**config.mk**
```make
export PLATFORM = sky130hd
export DESIGN_NAME = pairwise_repulsion_velocity_unit
export DESIGN_NICKNAME = d
export VERILOG_FILES = /design/src/design/rpv_pkg.sv /design/src/design/pairwise_repulsion_velocity_unit.sv /design/src/design/rpv_mul.sv /design/src/design/rpv_div.sv /design/src/design/rpv_sqrt.sv
export SDC_FILE = /design/constraint.sdc
export NUM_CORES = 2
export LEC_CHECK = 0
export ABC_AREA = 1
export BUFFER_PORTS_ARGS = -buffer_cell sky130_fd_sc_hd__buf_2
export CORE_AREA = 2 2 326 328
export CTS_BUF_LIST = sky130_fd_sc_hd__clkbuf_4
export DETAILED_ROUTE_END_ITERATION = 8
export DIE_AREA = 0 0 328 330
export SYNTH_ARGS = -nofsm -noshare
export SYNTH_HDL_FRONTEND = slang
export SYNTH_SLANG_ARGS = --single-unit
```
**constraint.sdc**
```tcl
create_clock -name clock -period 7.7 [get_ports clock]
set_input_delay 1.54 -clock clock [delete_from_list [all_inputs] [get_ports clock]]
set_output_delay 1.54 -clock clock [all_outputs]
set_load 0.01 [all_outputs]
```
**src/design/rpv_pkg.sv**
```systemverilog
// Shared package of the pairwise repulsion velocity unit.
// Holds field widths, unit sizes, the register map, the state type and helpers.
// Depends on nothing; every other file of the block imports it.
`default_nettype none
package rpv_pkg;

   localparam int POS_W    = 24;
   localparam int RAD_W    = 16;
   localparam int STIFF_W  = 16;
   localparam int VEL_W    = 32;
   localparam int REST_W   = RAD_W + 1;
   localparam int MAG_W    = 17;
   localparam int SQ_W     = 2 * MAG_W + 1;
   localparam int ROOT_W   = 18;
   localparam int MUL_A_W  = 34;
   localparam int MUL_B_W  = 17;
   localparam int MUL_P_W  = MUL_A_W + MUL_B_W;
   localparam int DIV_N_W  = 50;
   localparam int DIV_D_W  = 25;
   localparam int Q_W      = 33;
   localparam int PUSH_W   = 25;
   localparam int ADDR_W   = 3;

   localparam logic [STIFF_W-1:0] STIFF_RESET   = 16'd1280;
   localparam logic               REG_STIFFNESS = 1'b0;

   typedef enum logic [3:0] {
      ST_IDLE,
      ST_SQX,
      ST_SQY,
      ST_SQR,
      ST_ROOT,
      ST_KOV,
      ST_KOV2,
      ST_DIVQ,
      ST_MULX,
      ST_DIVX,
      ST_MULY,
      ST_DIVY,
      ST_FIN
   } state_type;

   // Adds or subtracts a push magnitude and clamps to the signed 32-bit range.
   function automatic logic [VEL_W-1:0] sat_push(input logic [VEL_W-1:0] acc,
                                                 input logic [PUSH_W-1:0] mag,
                                                 input logic sub);
      logic [VEL_W:0] a_ext;
      logic [VEL_W:0] m_ext;
      logic [VEL_W:0] sum;
      logic [VEL_W-1:0] res;
      a_ext = {acc[VEL_W-1], acc};
      m_ext = {{(VEL_W + 1 - PUSH_W){1'b0}}, mag};
      sum = sub ? (a_ext - m_ext) : (a_ext + m_ext);
      if (sum[VEL_W] != sum[VEL_W-1]) begin
         res = sum[VEL_W] ? {1'b1, {(VEL_W - 1){1'b0}}} : {1'b0, {(VEL_W - 1){1'b1}}};
      end else begin
         res = sum[VEL_W-1:0];
      end
      return res;
   endfunction

endpackage
`default_nettype wire

```
**src/design/pairwise_repulsion_velocity_unit.sv**
```systemverilog
// Top level of the pairwise repulsion velocity unit: control sequencer,
// accumulators, result register and register port. Uses rpv_pkg and the
// serial multiplier, divider and square root units.
`default_nettype none
// The unit takes the neighbours of one cell, one transfer per neighbour, and
// sums the velocity that quadratic overlap repulsion gives the cell. A
// neighbour that is the cell itself, that sits on the cell centre, or that is
// more than 17 bits away on either axis adds nothing and goes straight to the
// finish step. Any other neighbour first goes through three squares on one
// shared bit-serial multiplier; if its squared centre distance is at least
// the square of the summed radii it adds nothing. An overlapping neighbour
// then also goes through a bit-serial square root, two products for stiffness
// times the squared overlap, a division by the rest length on one restoring
// divider, and one product and one division for each axis. Only one neighbour
// is in flight; the next is taken once the previous one is summed. On the
// neighbour marked last the two sums are moved, saturated to 32 bits, into the
// result register and cleared; that result waits there while the next cell's
// neighbours are already taken, and the unit only holds on the last neighbour
// of the following cell if the earlier result has not yet been taken. The
// stiffness register sits at byte address 0 and resets to 5.0 in Q8.8.
module pairwise_repulsion_velocity_unit
   import rpv_pkg::*;
(
   input  wire logic                       clock,
   input  wire logic                       reset,
   // neighbour channel
   input  wire logic                       req_valid,
   output logic                            req_stall,
   input  wire logic signed [POS_W-1:0]    req_cell_x,
   input  wire logic signed [POS_W-1:0]    req_cell_y,
   input  wire logic        [RAD_W-1:0]    req_cell_radius,
   input  wire logic signed [POS_W-1:0]    req_nbr_x,
   input  wire logic signed [POS_W-1:0]    req_nbr_y,
   input  wire logic        [RAD_W-1:0]    req_nbr_radius,
   input  wire logic                       req_nbr_is_self,
   input  wire logic                       req_last,
   // result channel
   output logic                            rsp_valid,
   input  wire logic                       rsp_stall,
   output logic signed [VEL_W-1:0]         rsp_vel_x,
   output logic signed [VEL_W-1:0]         rsp_vel_y,
   // register port
   input  wire logic                       psel,
   input  wire logic                       penable,
   input  wire logic                       pwrite,
   input  wire logic [ADDR_W-1:0]          paddr,
   input  wire logic [31:0]                pwdata,
   output logic [31:0]                     prdata,
   output logic                            pready
);

   state_type state_ff, state_in;

   logic [STIFF_W-1:0] stiff_ff;
   logic [MAG_W-1:0]   ax_ff, ax_in, ay_ff, ay_in;
   logic               negx_ff, negx_in, negy_ff, negy_in;
   logic [REST_W-1:0]  rest_ff, rest_in;
   logic               last_ff, last_in;
   logic [SQ_W-1:0]    s_ff, s_in;
   logic [REST_W-1:0]  d_ff, d_in;
   logic [REST_W-1:0]  ov_ff, ov_in;
   logic [Q_W-1:0]     q_ff, q_in;
   logic [VEL_W-1:0]   acc_x_ff, acc_x_in, acc_y_ff, acc_y_in;
   logic               rsp_valid_ff, rsp_valid_in;
   logic [VEL_W-1:0]   vel_x_ff, vel_x_in, vel_y_ff, vel_y_in;

   logic signed [POS_W:0] dx, dy;
   logic [POS_W:0]        adx, ady;
   logic                  skip;
   logic                  req_take;
   logic                  cfg_write;

   logic                       mul_start, mul_done;
   logic [MUL_A_W-1:0]         mul_a;
   logic [MUL_B_W-1:0]         mul_b;
   logic [MUL_P_W-1:0]         mul_p;
   logic                       div_start, div_done;
   logic [DIV_N_W-1:0]         div_n;
   logic [DIV_D_W-1:0]         div_d;
   logic [DIV_N_W-1:0]         div_q;
   logic                       sqrt_start, sqrt_done;
   logic [2*ROOT_W-1:0]        sqrt_rad;
   logic [ROOT_W-1:0]          sqrt_root;

   rpv_mul #(.A_W(MUL_A_W), .B_W(MUL_B_W)) u_mul (
      .clock(clock), .reset(reset), .start(mul_start), .a(mul_a), .b(mul_b),
      .done(mul_done), .product(mul_p)
   );

   rpv_div #(.N_W(DIV_N_W), .D_W(DIV_D_W)) u_div (
      .clock(clock), .reset(reset), .start(div_start), .numer(div_n), .denom(div_d),
      .done(div_done), .quotient(div_q)
   );

   rpv_sqrt #(.R_W(ROOT_W)) u_sqrt (
      .clock(clock), .reset(reset), .start(sqrt_start), .radicand(sqrt_rad),
      .done(sqrt_done), .root(sqrt_root)
   );

   // Register port: always ready, one register at index zero.
   assign pready = 1'b1;
   assign cfg_write = psel && penable && pwrite;
   assign prdata = (paddr[2] == REG_STIFFNESS) ? {16'd0, stiff_ff} : 32'd0;

   always_ff @(posedge clock) begin
      if (reset) begin
         stiff_ff <= STIFF_RESET;
      end else if (cfg_write && paddr[2] == REG_STIFFNESS) begin
         stiff_ff <= pwdata[STIFF_W-1:0];
      end
   end

   // Offsets from the cell to the neighbour and their magnitudes. A magnitude
   // above 17 bits already puts the pair out of reach, since the squared rest
   // length stays below 2^34.
   assign dx = {req_nbr_x[POS_W-1], req_nbr_x} - {req_cell_x[POS_W-1], req_cell_x};
   assign dy = {req_nbr_y[POS_W-1], req_nbr_y} - {req_cell_y[POS_W-1], req_cell_y};
   assign adx = dx[POS_W] ? (POS_W + 1)'(0) - dx : dx;
   assign ady = dy[POS_W] ? (POS_W + 1)'(0) - dy : dy;
   assign skip = req_nbr_is_self || (dx == '0 && dy == '0) ||
                 (adx[POS_W:MAG_W] != '0) || (ady[POS_W:MAG_W] != '0);

   assign req_stall = (state_ff != ST_IDLE);
   assign req_take = req_valid && !req_stall;

   always_comb begin
      state_in = state_ff;
      ax_in = ax_ff;
      ay_in = ay_ff;
      negx_in = negx_ff;
      negy_in = negy_ff;
      rest_in = rest_ff;
      last_in = last_ff;
      s_in = s_ff;
      d_in = d_ff;
      ov_in = ov_ff;
      q_in = q_ff;
      acc_x_in = acc_x_ff;
      acc_y_in = acc_y_ff;
      rsp_valid_in = rsp_valid_ff && rsp_stall;
      vel_x_in = vel_x_ff;
      vel_y_in = vel_y_ff;
      mul_start = 1'b0;
      mul_a = '0;
      mul_b = '0;
      div_start = 1'b0;
      div_n = mul_p[DIV_N_W-1:0];
      div_d = '0;
      sqrt_start = 1'b0;
      sqrt_rad = {1'b0, s_ff};
      case (state_ff)
         ST_IDLE: begin
            if (req_take) begin
               ax_in = adx[MAG_W-1:0];
               ay_in = ady[MAG_W-1:0];
               negx_in = dx[POS_W];
               negy_in = dy[POS_W];
               rest_in = {1'b0, req_cell_radius} + {1'b0, req_nbr_radius};
               last_in = req_last;
               if (skip) begin
                  state_in = ST_FIN;
               end else begin
                  mul_start = 1'b1;
                  mul_a = MUL_A_W'(adx[MAG_W-1:0]);
                  mul_b = adx[MAG_W-1:0];
                  state_in = ST_SQX;
               end
            end
         end
         ST_SQX: begin
            if (mul_done) begin
               s_in = mul_p[SQ_W-1:0];
               mul_start = 1'b1;
               mul_a = MUL_A_W'(ay_ff);
               mul_b = ay_ff;
               state_in = ST_SQY;
            end
         end
         ST_SQY: begin
            if (mul_done) begin
               s_in = s_ff + mul_p[SQ_W-1:0];
               mul_start = 1'b1;
               mul_a = MUL_A_W'(rest_ff);
               mul_b = rest_ff;
               state_in = ST_SQR;
            end
         end
         ST_SQR: begin
            // Exact overlap test: squared distance below squared rest length.
            if (mul_done) begin
               if (s_ff < mul_p[SQ_W-1:0]) begin
                  sqrt_start = 1'b1;
                  state_in = ST_ROOT;
               end else begin
                  state_in = ST_FIN;
               end
            end
         end
         ST_ROOT: begin
            if (sqrt_done) begin
               d_in = sqrt_root[REST_W-1:0];
               ov_in = rest_ff - sqrt_root[REST_W-1:0];
               mul_start = 1'b1;
               mul_a = MUL_A_W'(stiff_ff);
               mul_b = rest_ff - sqrt_root[REST_W-1:0];
               state_in = ST_KOV;
            end
         end
         ST_KOV: begin
            if (mul_done) begin
               mul_start = 1'b1;
               mul_a = mul_p[MUL_A_W-1:0];
               mul_b = ov_ff;
               state_in = ST_KOV2;
            end
         end
         ST_KOV2: begin
            if (mul_done) begin
               div_start = 1'b1;
               div_d = DIV_D_W'(rest_ff);
               state_in = ST_DIVQ;
            end
         end
         ST_DIVQ: begin
            if (div_done) begin
               q_in = div_q[Q_W-1:0];
               mul_start = 1'b1;
               mul_a = MUL_A_W'(div_q[Q_W-1:0]);
               mul_b = ax_ff;
               state_in = ST_MULX;
            end
         end
         ST_MULX: begin
            if (mul_done) begin
               div_start = 1'b1;
               div_d = {d_ff, 8'd0};
               state_in = ST_DIVX;
            end
         end
         ST_DIVX: begin
            // The push points away from the neighbour.
            if (div_done) begin
               acc_x_in = sat_push(acc_x_ff, div_q[PUSH_W-1:0], !negx_ff);
               mul_start = 1'b1;
               mul_a = MUL_A_W'(q_ff);
               mul_b = ay_ff;
               state_in = ST_MULY;
            end
         end
         ST_MULY: begin
            if (mul_done) begin
               div_start = 1'b1;
               div_d = {d_ff, 8'd0};
               state_in = ST_DIVY;
            end
         end
         ST_DIVY: begin
            if (div_done) begin
               acc_y_in = sat_push(acc_y_ff, div_q[PUSH_W-1:0], !negy_ff);
               state_in = ST_FIN;
            end
         end
         ST_FIN: begin
            if (!last_ff) begin
               state_in = ST_IDLE;
            end else if (!rsp_valid_ff || !rsp_stall) begin
               rsp_valid_in = 1'b1;
               vel_x_in = acc_x_ff;
               vel_y_in = acc_y_ff;
               acc_x_in = '0;
               acc_y_in = '0;
               state_in = ST_IDLE;
            end
         end
         default: begin
            state_in = ST_IDLE;
         end
      endcase
   end

   always_ff @(posedge clock) begin
      if (reset) begin
         state_ff <= ST_IDLE;
         acc_x_ff <= '0;
         acc_y_ff <= '0;
         rsp_valid_ff <= 1'b0;
      end else begin
         state_ff <= state_in;
         acc_x_ff <= acc_x_in;
         acc_y_ff <= acc_y_in;
         rsp_valid_ff <= rsp_valid_in;
      end
      ax_ff <= ax_in;
      ay_ff <= ay_in;
      negx_ff <= negx_in;
      negy_ff <= negy_in;
      rest_ff <= rest_in;
      last_ff <= last_in;
      s_ff <= s_in;
      d_ff <= d_in;
      ov_ff <= ov_in;
      q_ff <= q_in;
      vel_x_ff <= vel_x_in;
      vel_y_ff <= vel_y_in;
   end

   assign rsp_valid = rsp_valid_ff;
   assign rsp_vel_x = vel_x_ff;
   assign rsp_vel_y = vel_y_ff;

`ifndef SYNTH
   // The multiplier and the divider are never finishing in the same cycle.
   a_units_exclusive: assert property (@(posedge clock) disable iff (reset)
      !(mul_done && div_done))
      else $error("multiplier and divider finished together");

   // The root of an overlapping pair stays below its rest length.
   a_root_below_rest: assert property (@(posedge clock) disable iff (reset)
      (state_ff == ST_ROOT && sqrt_done) |-> (sqrt_root < ROOT_W'(rest_ff)))
      else $error("distance not below rest length");

   // A new result only appears after a last neighbour has been finished.
   a_result_source: assert property (@(posedge clock) disable iff (reset)
      $rose(rsp_valid_ff) |-> $past(state_ff == ST_FIN && last_ff))
      else $error("result raised outside the finish step");

   // Sums are cleared right after a result is loaded.
   a_sums_cleared: assert property (@(posedge clock) disable iff (reset)
      (state_ff == ST_FIN && last_ff && (!rsp_valid_ff || !rsp_stall))
      |=> (acc_x_ff == '0 && acc_y_ff == '0))
      else $error("sums not cleared after result");
`endif

endmodule
`default_nettype wire

```
**src/design/rpv_mul.sv**
```systemverilog
// Bit-serial shift-add multiplier, one multiplier bit per cycle, MSB first.
// Depends on rpv_pkg for default widths.
`default_nettype none
module rpv_mul
   import rpv_pkg::*;
#(
   parameter int A_W = MUL_A_W,
   parameter int B_W = MUL_B_W
) (
   input  wire logic               clock,
   input  wire logic               reset,
   input  wire logic               start,
   input  wire logic [A_W-1:0]     a,
   input  wire logic [B_W-1:0]     b,
   output logic                    done,
   output logic [A_W+B_W-1:0]      product
);
   localparam int P_W   = A_W + B_W;
   localparam int CNT_W = $clog2(B_W + 1);

   logic [A_W-1:0]   a_ff, a_in;
   logic [B_W-1:0]   b_ff, b_in;
   logic [P_W-1:0]   prod_ff, prod_in;
   logic [CNT_W-1:0] cnt_ff, cnt_in;
   logic             busy_ff, busy_in;
   logic             done_ff, done_in;

   always_comb begin
      a_in = a_ff;
      b_in = b_ff;
      prod_in = prod_ff;
      cnt_in = cnt_ff;
      busy_in = busy_ff;
      done_in = 1'b0;
      if (start) begin
         a_in = a;
         b_in = b;
         prod_in = '0;
         cnt_in = CNT_W'(B_W);
         busy_in = 1'b1;
      end else if (busy_ff) begin
         prod_in = {prod_ff[P_W-2:0], 1'b0} +
                   (b_ff[B_W-1] ? {{B_W{1'b0}}, a_ff} : {P_W{1'b0}});
         b_in = {b_ff[B_W-2:0], 1'b0};
         cnt_in = cnt_ff - 1'b1;
         if (cnt_ff == CNT_W'(1)) begin
            busy_in = 1'b0;
            done_in = 1'b1;
         end
      end
   end

   always_ff @(posedge clock) begin
      if (reset) begin
         busy_ff <= 1'b0;
         done_ff <= 1'b0;
         cnt_ff <= '0;
      end else begin
         busy_ff <= busy_in;
         done_ff <= done_in;
         cnt_ff <= cnt_in;
      end
      a_ff <= a_in;
      b_ff <= b_in;
      prod_ff <= prod_in;
   end

   assign done = done_ff;
   assign product = prod_ff;
endmodule
`default_nettype wire

```
**src/design/rpv_div.sv**
```systemverilog
// Restoring divider, one quotient bit per cycle.
// Depends on rpv_pkg for default widths.
`default_nettype none
module rpv_div
   import rpv_pkg::*;
#(
   parameter int N_W = DIV_N_W,
   parameter int D_W = DIV_D_W
) (
   input  wire logic           clock,
   input  wire logic           reset,
   input  wire logic           start,
   input  wire logic [N_W-1:0] numer,
   input  wire logic [D_W-1:0] denom,
   output logic                done,
   output logic [N_W-1:0]      quotient
);
   localparam int CNT_W = $clog2(N_W + 1);

   logic [N_W-1:0]   quo_ff, quo_in;
   logic [D_W-1:0]   rem_ff, rem_in;
   logic [D_W-1:0]   den_ff, den_in;
   logic [CNT_W-1:0] cnt_ff, cnt_in;
   logic             busy_ff, busy_in;
   logic             done_ff, done_in;
   logic [D_W:0]     trial;
   logic [D_W:0]     diff;

   always_comb begin
      quo_in = quo_ff;
      rem_in = rem_ff;
      den_in = den_ff;
      cnt_in = cnt_ff;
      busy_in = busy_ff;
      done_in = 1'b0;
      trial = {rem_ff, quo_ff[N_W-1]};
      diff = trial - {1'b0, den_ff};
      if (start) begin
         quo_in = numer;
         rem_in = '0;
         den_in = denom;
         cnt_in = CNT_W'(N_W);
         busy_in = 1'b1;
      end else if (busy_ff) begin
         if (trial >= {1'b0, den_ff}) begin
            rem_in = diff[D_W-1:0];
            quo_in = {quo_ff[N_W-2:0], 1'b1};
         end else begin
            rem_in = trial[D_W-1:0];
            quo_in = {quo_ff[N_W-2:0], 1'b0};
         end
         cnt_in = cnt_ff - 1'b1;
         if (cnt_ff == CNT_W'(1)) begin
            busy_in = 1'b0;
            done_in = 1'b1;
         end
      end
   end

   always_ff @(posedge clock) begin
      if (reset) begin
         busy_ff <= 1'b0;
         done_ff <= 1'b0;
         cnt_ff <= '0;
      end else begin
         busy_ff <= busy_in;
         done_ff <= done_in;
         cnt_ff <= cnt_in;
      end
      quo_ff <= quo_in;
      rem_ff <= rem_in;
      den_ff <= den_in;
   end

   assign done = done_ff;
   assign quotient = quo_ff;
endmodule
`default_nettype wire

```
**src/design/rpv_sqrt.sv**
```systemverilog
// Digit-by-digit integer square root, one result bit per cycle.
// Depends on rpv_pkg for the default root width.
`default_nettype none
module rpv_sqrt
   import rpv_pkg::*;
#(
   parameter int R_W = ROOT_W
) (
   input  wire logic             clock,
   input  wire logic             reset,
   input  wire logic             start,
   input  wire logic [2*R_W-1:0] radicand,
   output logic                  done,
   output logic [R_W-1:0]        root
);
   localparam int CNT_W = $clog2(R_W + 1);

   logic [2*R_W-1:0] rad_ff, rad_in;
   logic [R_W:0]     rem_ff, rem_in;
   logic [R_W-1:0]   root_ff, root_in;
   logic [CNT_W-1:0] cnt_ff, cnt_in;
   logic             busy_ff, busy_in;
   logic             done_ff, done_in;
   logic [R_W+2:0]   part;
   logic [R_W+2:0]   trial;
   logic [R_W+2:0]   diff;

   always_comb begin
      rad_in = rad_ff;
      rem_in = rem_ff;
      root_in = root_ff;
      cnt_in = cnt_ff;
      busy_in = busy_ff;
      done_in = 1'b0;
      part = {rem_ff, rad_ff[2*R_W-1:2*R_W-2]};
      trial = {1'b0, root_ff, 2'b01};
      diff = part - trial;
      if (start) begin
         rad_in = radicand;
         rem_in = '0;
         root_in = '0;
         cnt_in = CNT_W'(R_W);
         busy_in = 1'b1;
      end else if (busy_ff) begin
         rad_in = {rad_ff[2*R_W-3:0], 2'b00};
         if (part >= trial) begin
            rem_in = diff[R_W:0];
            root_in = {root_ff[R_W-2:0], 1'b1};
         end else begin
            rem_in = part[R_W:0];
            root_in = {root_ff[R_W-2:0], 1'b0};
         end
         cnt_in = cnt_ff - 1'b1;
         if (cnt_ff == CNT_W'(1)) begin
            busy_in = 1'b0;
            done_in = 1'b1;
         end
      end
   end

   always_ff @(posedge clock) begin
      if (reset) begin
         busy_ff <= 1'b0;
         done_ff <= 1'b0;
         cnt_ff <= '0;
      end else begin
         busy_ff <= busy_in;
         done_ff <= done_in;
         cnt_ff <= cnt_in;
      end
      rad_ff <= rad_in;
      rem_ff <= rem_in;
      root_ff <= root_in;
   end

   assign done = done_ff;
   assign root = root_ff;
endmodule
`default_nettype wire
```
==> impl_results.md <==
- Critical path class: reg -> reg
- Total GRT Usage: 21.9%
- Clk pin slew, worst setup/hold paths: 0.07 ns
- Post-CTS Setup Repair Bufs: 0
- Outcome: completed
- Post-CTS Resized: 0
- Cells after Synth: 5578
- CTS tree: yes
- Detail Route Antenna Nets: 0
- Crit path largest cell delay: 0.56 ns
- Area Growth Syn to Fin: 11.4%
- Detailed Routing Iterations Pass 1: 8
- Slew of the pin with the lowest slew margin: 1.31 ns
- Worst-Skew Late Latency: 1.11 ns
- Ys flop type: edfxtp_1
- Fraction of layout cells with a size suffix above 1: 10.7%
- Via count: 38000
- Normalized max-slew margin: 12.0%
- Worst hold-check path type: reg -> reg
- CP required: 8.62 ns
- Max Cap Viol: 0
- CORE AREA: 0.105 sq mm
- Grt total ovfl: 0
- Final worst path period share: 83.5%
- Setup violators final: 0
- EDFF count, synth: 381
- CTS buffer count: 165
- Worst r2r src: u_div.quotient[0]
- Power Density: 213 mW/mm^2
- CP Launch Type: flop
- Seq/Total Area, Yosys: 38.1%
- Global-route wire length before repair: 191000 microns
- Mapped Avg Cell Area: 7.45 sq um
- DRT iter0 DRCs: 2729
- FF-to-FF setup slack: 1.27 ns
- Area contributors post-synth: edfxtp_1 (28%), nand2_1 (13%), dfxtp_1 (11%)
- Synthesized cell area: 0.0415 sq mm
- Drt wl/cell: 16.1 microns
- Post-synth ARST share: 0%
- Critical path arrival: 7.35 ns
- Cell Area, Placed: 0.0440 sq mm
- Root buf cell: clkbuf_4
- Starting Density: 39.7%
- Critical Path Start: u_div.quotient[0]
- R2R depth: 30
- Die Width: 328 microns
- Yosys cell types: 62
- Die Span Y: 330 microns
- Worst path most repeated cell: nand2_1
- I/O Buffers: 235
- Min Clock Period, post-route: 6.43 ns
- RSZ-0062 raised after global routing: no
- Max Slew Vio Count: 0
- Die area: 0.108 sq mm
- Drc violations: 0
- Hold Vio Cnt, Final: 0
- IO Count: 271
- Setup Skew: 0.0899 ns
- Critical Path Fanout Max: 29
- Routed WL: 119000 microns
- FF+latch count, synth: 601
- Worst VDD drop: 0.000169 V
- Critical R2R Capture: acc_y_ff[3]
- Vias per inst: 5.13
- Post-synth top area cell: edfxtp_1
- HPWL Detailed: 90600 microns
- CP endpoint: acc_y_ff[3]
- Hold buffers post-CTS: 0
- Row count: 119
- CP endpoint kind: flop
- Setup TNS: 0 ns
- Final net count: 6339
- Worst path slowest cell: nand2_1
- Leak pwr: 21.5 nW
- Final Cell Area: 0.0463 sq mm
- Warnings, synthesis: 0
- Post-synth top area share: 27.5%
- CTS sink cnt: 601
- Pin count of the biggest net entering global routing: 67
- Routability Congestion: 0.940
- H-tree depth: 4
- Initial antenna violation count: 6
- FMAX: 156 MHz
- Max Root-Sink Buffers: 3
- Vias in the first global route: 36000
==> state kept, by name, summed over array words and instances, names as in the netlist, 18 cells and up <==
register / count
acc_y_ff: 32
s_ff: 35
u_sqrt.root: 18
u_div.quotient: 50
q_ff: 33
u_div.den_ff: 25
rsp_vel_x: 32
u_sqrt.rem_ff: 19
u_sqrt.rad_ff: 36
acc_x_ff: 32
u_div.rem_ff: 25
u_mul.a_ff: 34
u_mul.product: 50
rsp_vel_y: 32
==> cell usage in the layout, fill, tap and decap left out, types with 24 or more instances in the layout <==
cell type and instances:
buf_2 235, nand2_1 1461, buf_4 33, inv_1 798
nor3_1 59, o22ai_1 25, nand4_1 67, ha_1 300
a221oi_1 31, clkinv_1 33, xnor2_1 63, a31oi_1 42
xor2_1 141, clkbuf_4 258, o211ai_1 24, nand3_1 239
dfxtp_1 220, a21oi_1 447, nor2_1 413, o21ai_0 364
edfxtp_1 381
==> layer usage <==
layer	track usage (%)	vias to the layer above	wire (microns)
met5	0	-	27
met4	6.94	4	2660
met3	3.59	180	7530
met2	36.1	1096	54500
met1	29.4	17500	54400
li1	-	19200	-
==> power by group <==
| part | switching, W | internal, W |
|---|---|---|
| sequential | 0.000173 | 0.00371 |
| clock | 0.00143 | 0.00161 |
| combinational | 0.00198 | 0.000964 |
==> critical path: cells and delay by family (launching register included) <==
kind | cells | cell delay [ns]
AND/OR/NAND/NOR | 17 | 2.87
XOR/XNOR | 2 | 0.48
buffers and inverters | 2 | 0.22
AO/OA/AOI/OAI | 7 | 1.62
flip-flops | 1 | 0.53
adder cells (fa/ha/maj) | 2 | 0.54
==> cell type report <==
class,count,area [sq um]
well taps,1391,1740
inverters,818,3070
diodes,10,25.0
clock buffers,258,1940
repair buffers,268,1420
flip-flops and latches,601,15800
multi-input cells,4004,21900
clock inverters,52,309
fillers,10800,58400
==> through the flow <==
step	util, %	hold WS, ns	power [W]	worst slack [ns]	instances
detailed placement	42.1	0.460	0.00687	1.34	7082
CTS	44.2	0.434	0.00994	1.32	7392
finish	44.2	0.441	0.00987	1.27	7402
floorplan	-	0.423	0.00608	2.85	5593
global route	44.2	0.453	0.0105	0.674	7398
global placement	42.1	0.456	0.00684	1.40	7082
==> cells by family after synthesis <==
logic type | synth area share, %
and+or+nand+nor | 23.2
AOI/OAI and AO/OA | 15.5
buffers and inverters | 9.27
DFF | 38.1
adders and majority gates | 9.47
xor gates and xnor gates | 4.40
other | 0.0181
==> worst min-delay path by stage <==
| stage | startpoint | end | slack (ns) | cells past startpoint |
|---|---|---|---|---|
| 6_report | acc_y_ff[30] | rsp_vel_y[30] | 0.44 | 0 |
| 5_1_grt | acc_y_ff[30] | rsp_vel_y[30] | 0.45 | 0 |
| 4_1_cts | acc_y_ff[30] | rsp_vel_y[30] | 0.43 | 0 |
| 3_5_place_dp | acc_y_ff[6] | rsp_vel_y[6] | 0.46 | 0 |
| 3_3_place_gp | u_mul.product[49] | u_mul.product[49] | 0.46 | 2 |
| 2_1_floorplan | u_sqrt.rad_ff[33] | u_sqrt.rad_ff[35] | 0.42 | 2 |
==> Yosys cell counts (5+ instances only) <==
cell	number
edfxtp_1	381
buf_2	13
nor3_1	59
clkbuf_1	123
nand3b_1	9
buf_1	7
a32o_1	6
o22ai_1	25
o21a_1	13
or2_2	20
a31oi_1	42
a21o_1	16
o21bai_1	18
nand2_2	20
xnor2_1	63
inv_2	9
dfxtp_1	220
o21ai_1	15
nand2_1	1463
o211a_1	5
o21ai_0	364
clkinv_1	7
buf_4	20
a21oi_1	447
and2_1	7
a22oi_1	18
nand4_1	67
buf_6	7
nand3_1	239
nor4_1	22
o221ai_1	15
o2111ai_1	8
inv_1	802
o31ai_1	13
a21oi_2	11
a221oi_1	31
nor2_2	9
a211oi_1	16
a21boi_0	21
fa_1	9
ha_1	300
nor2_1	415
xor2_1	142
o211ai_1	24
(Power assumes the default switching activity.)
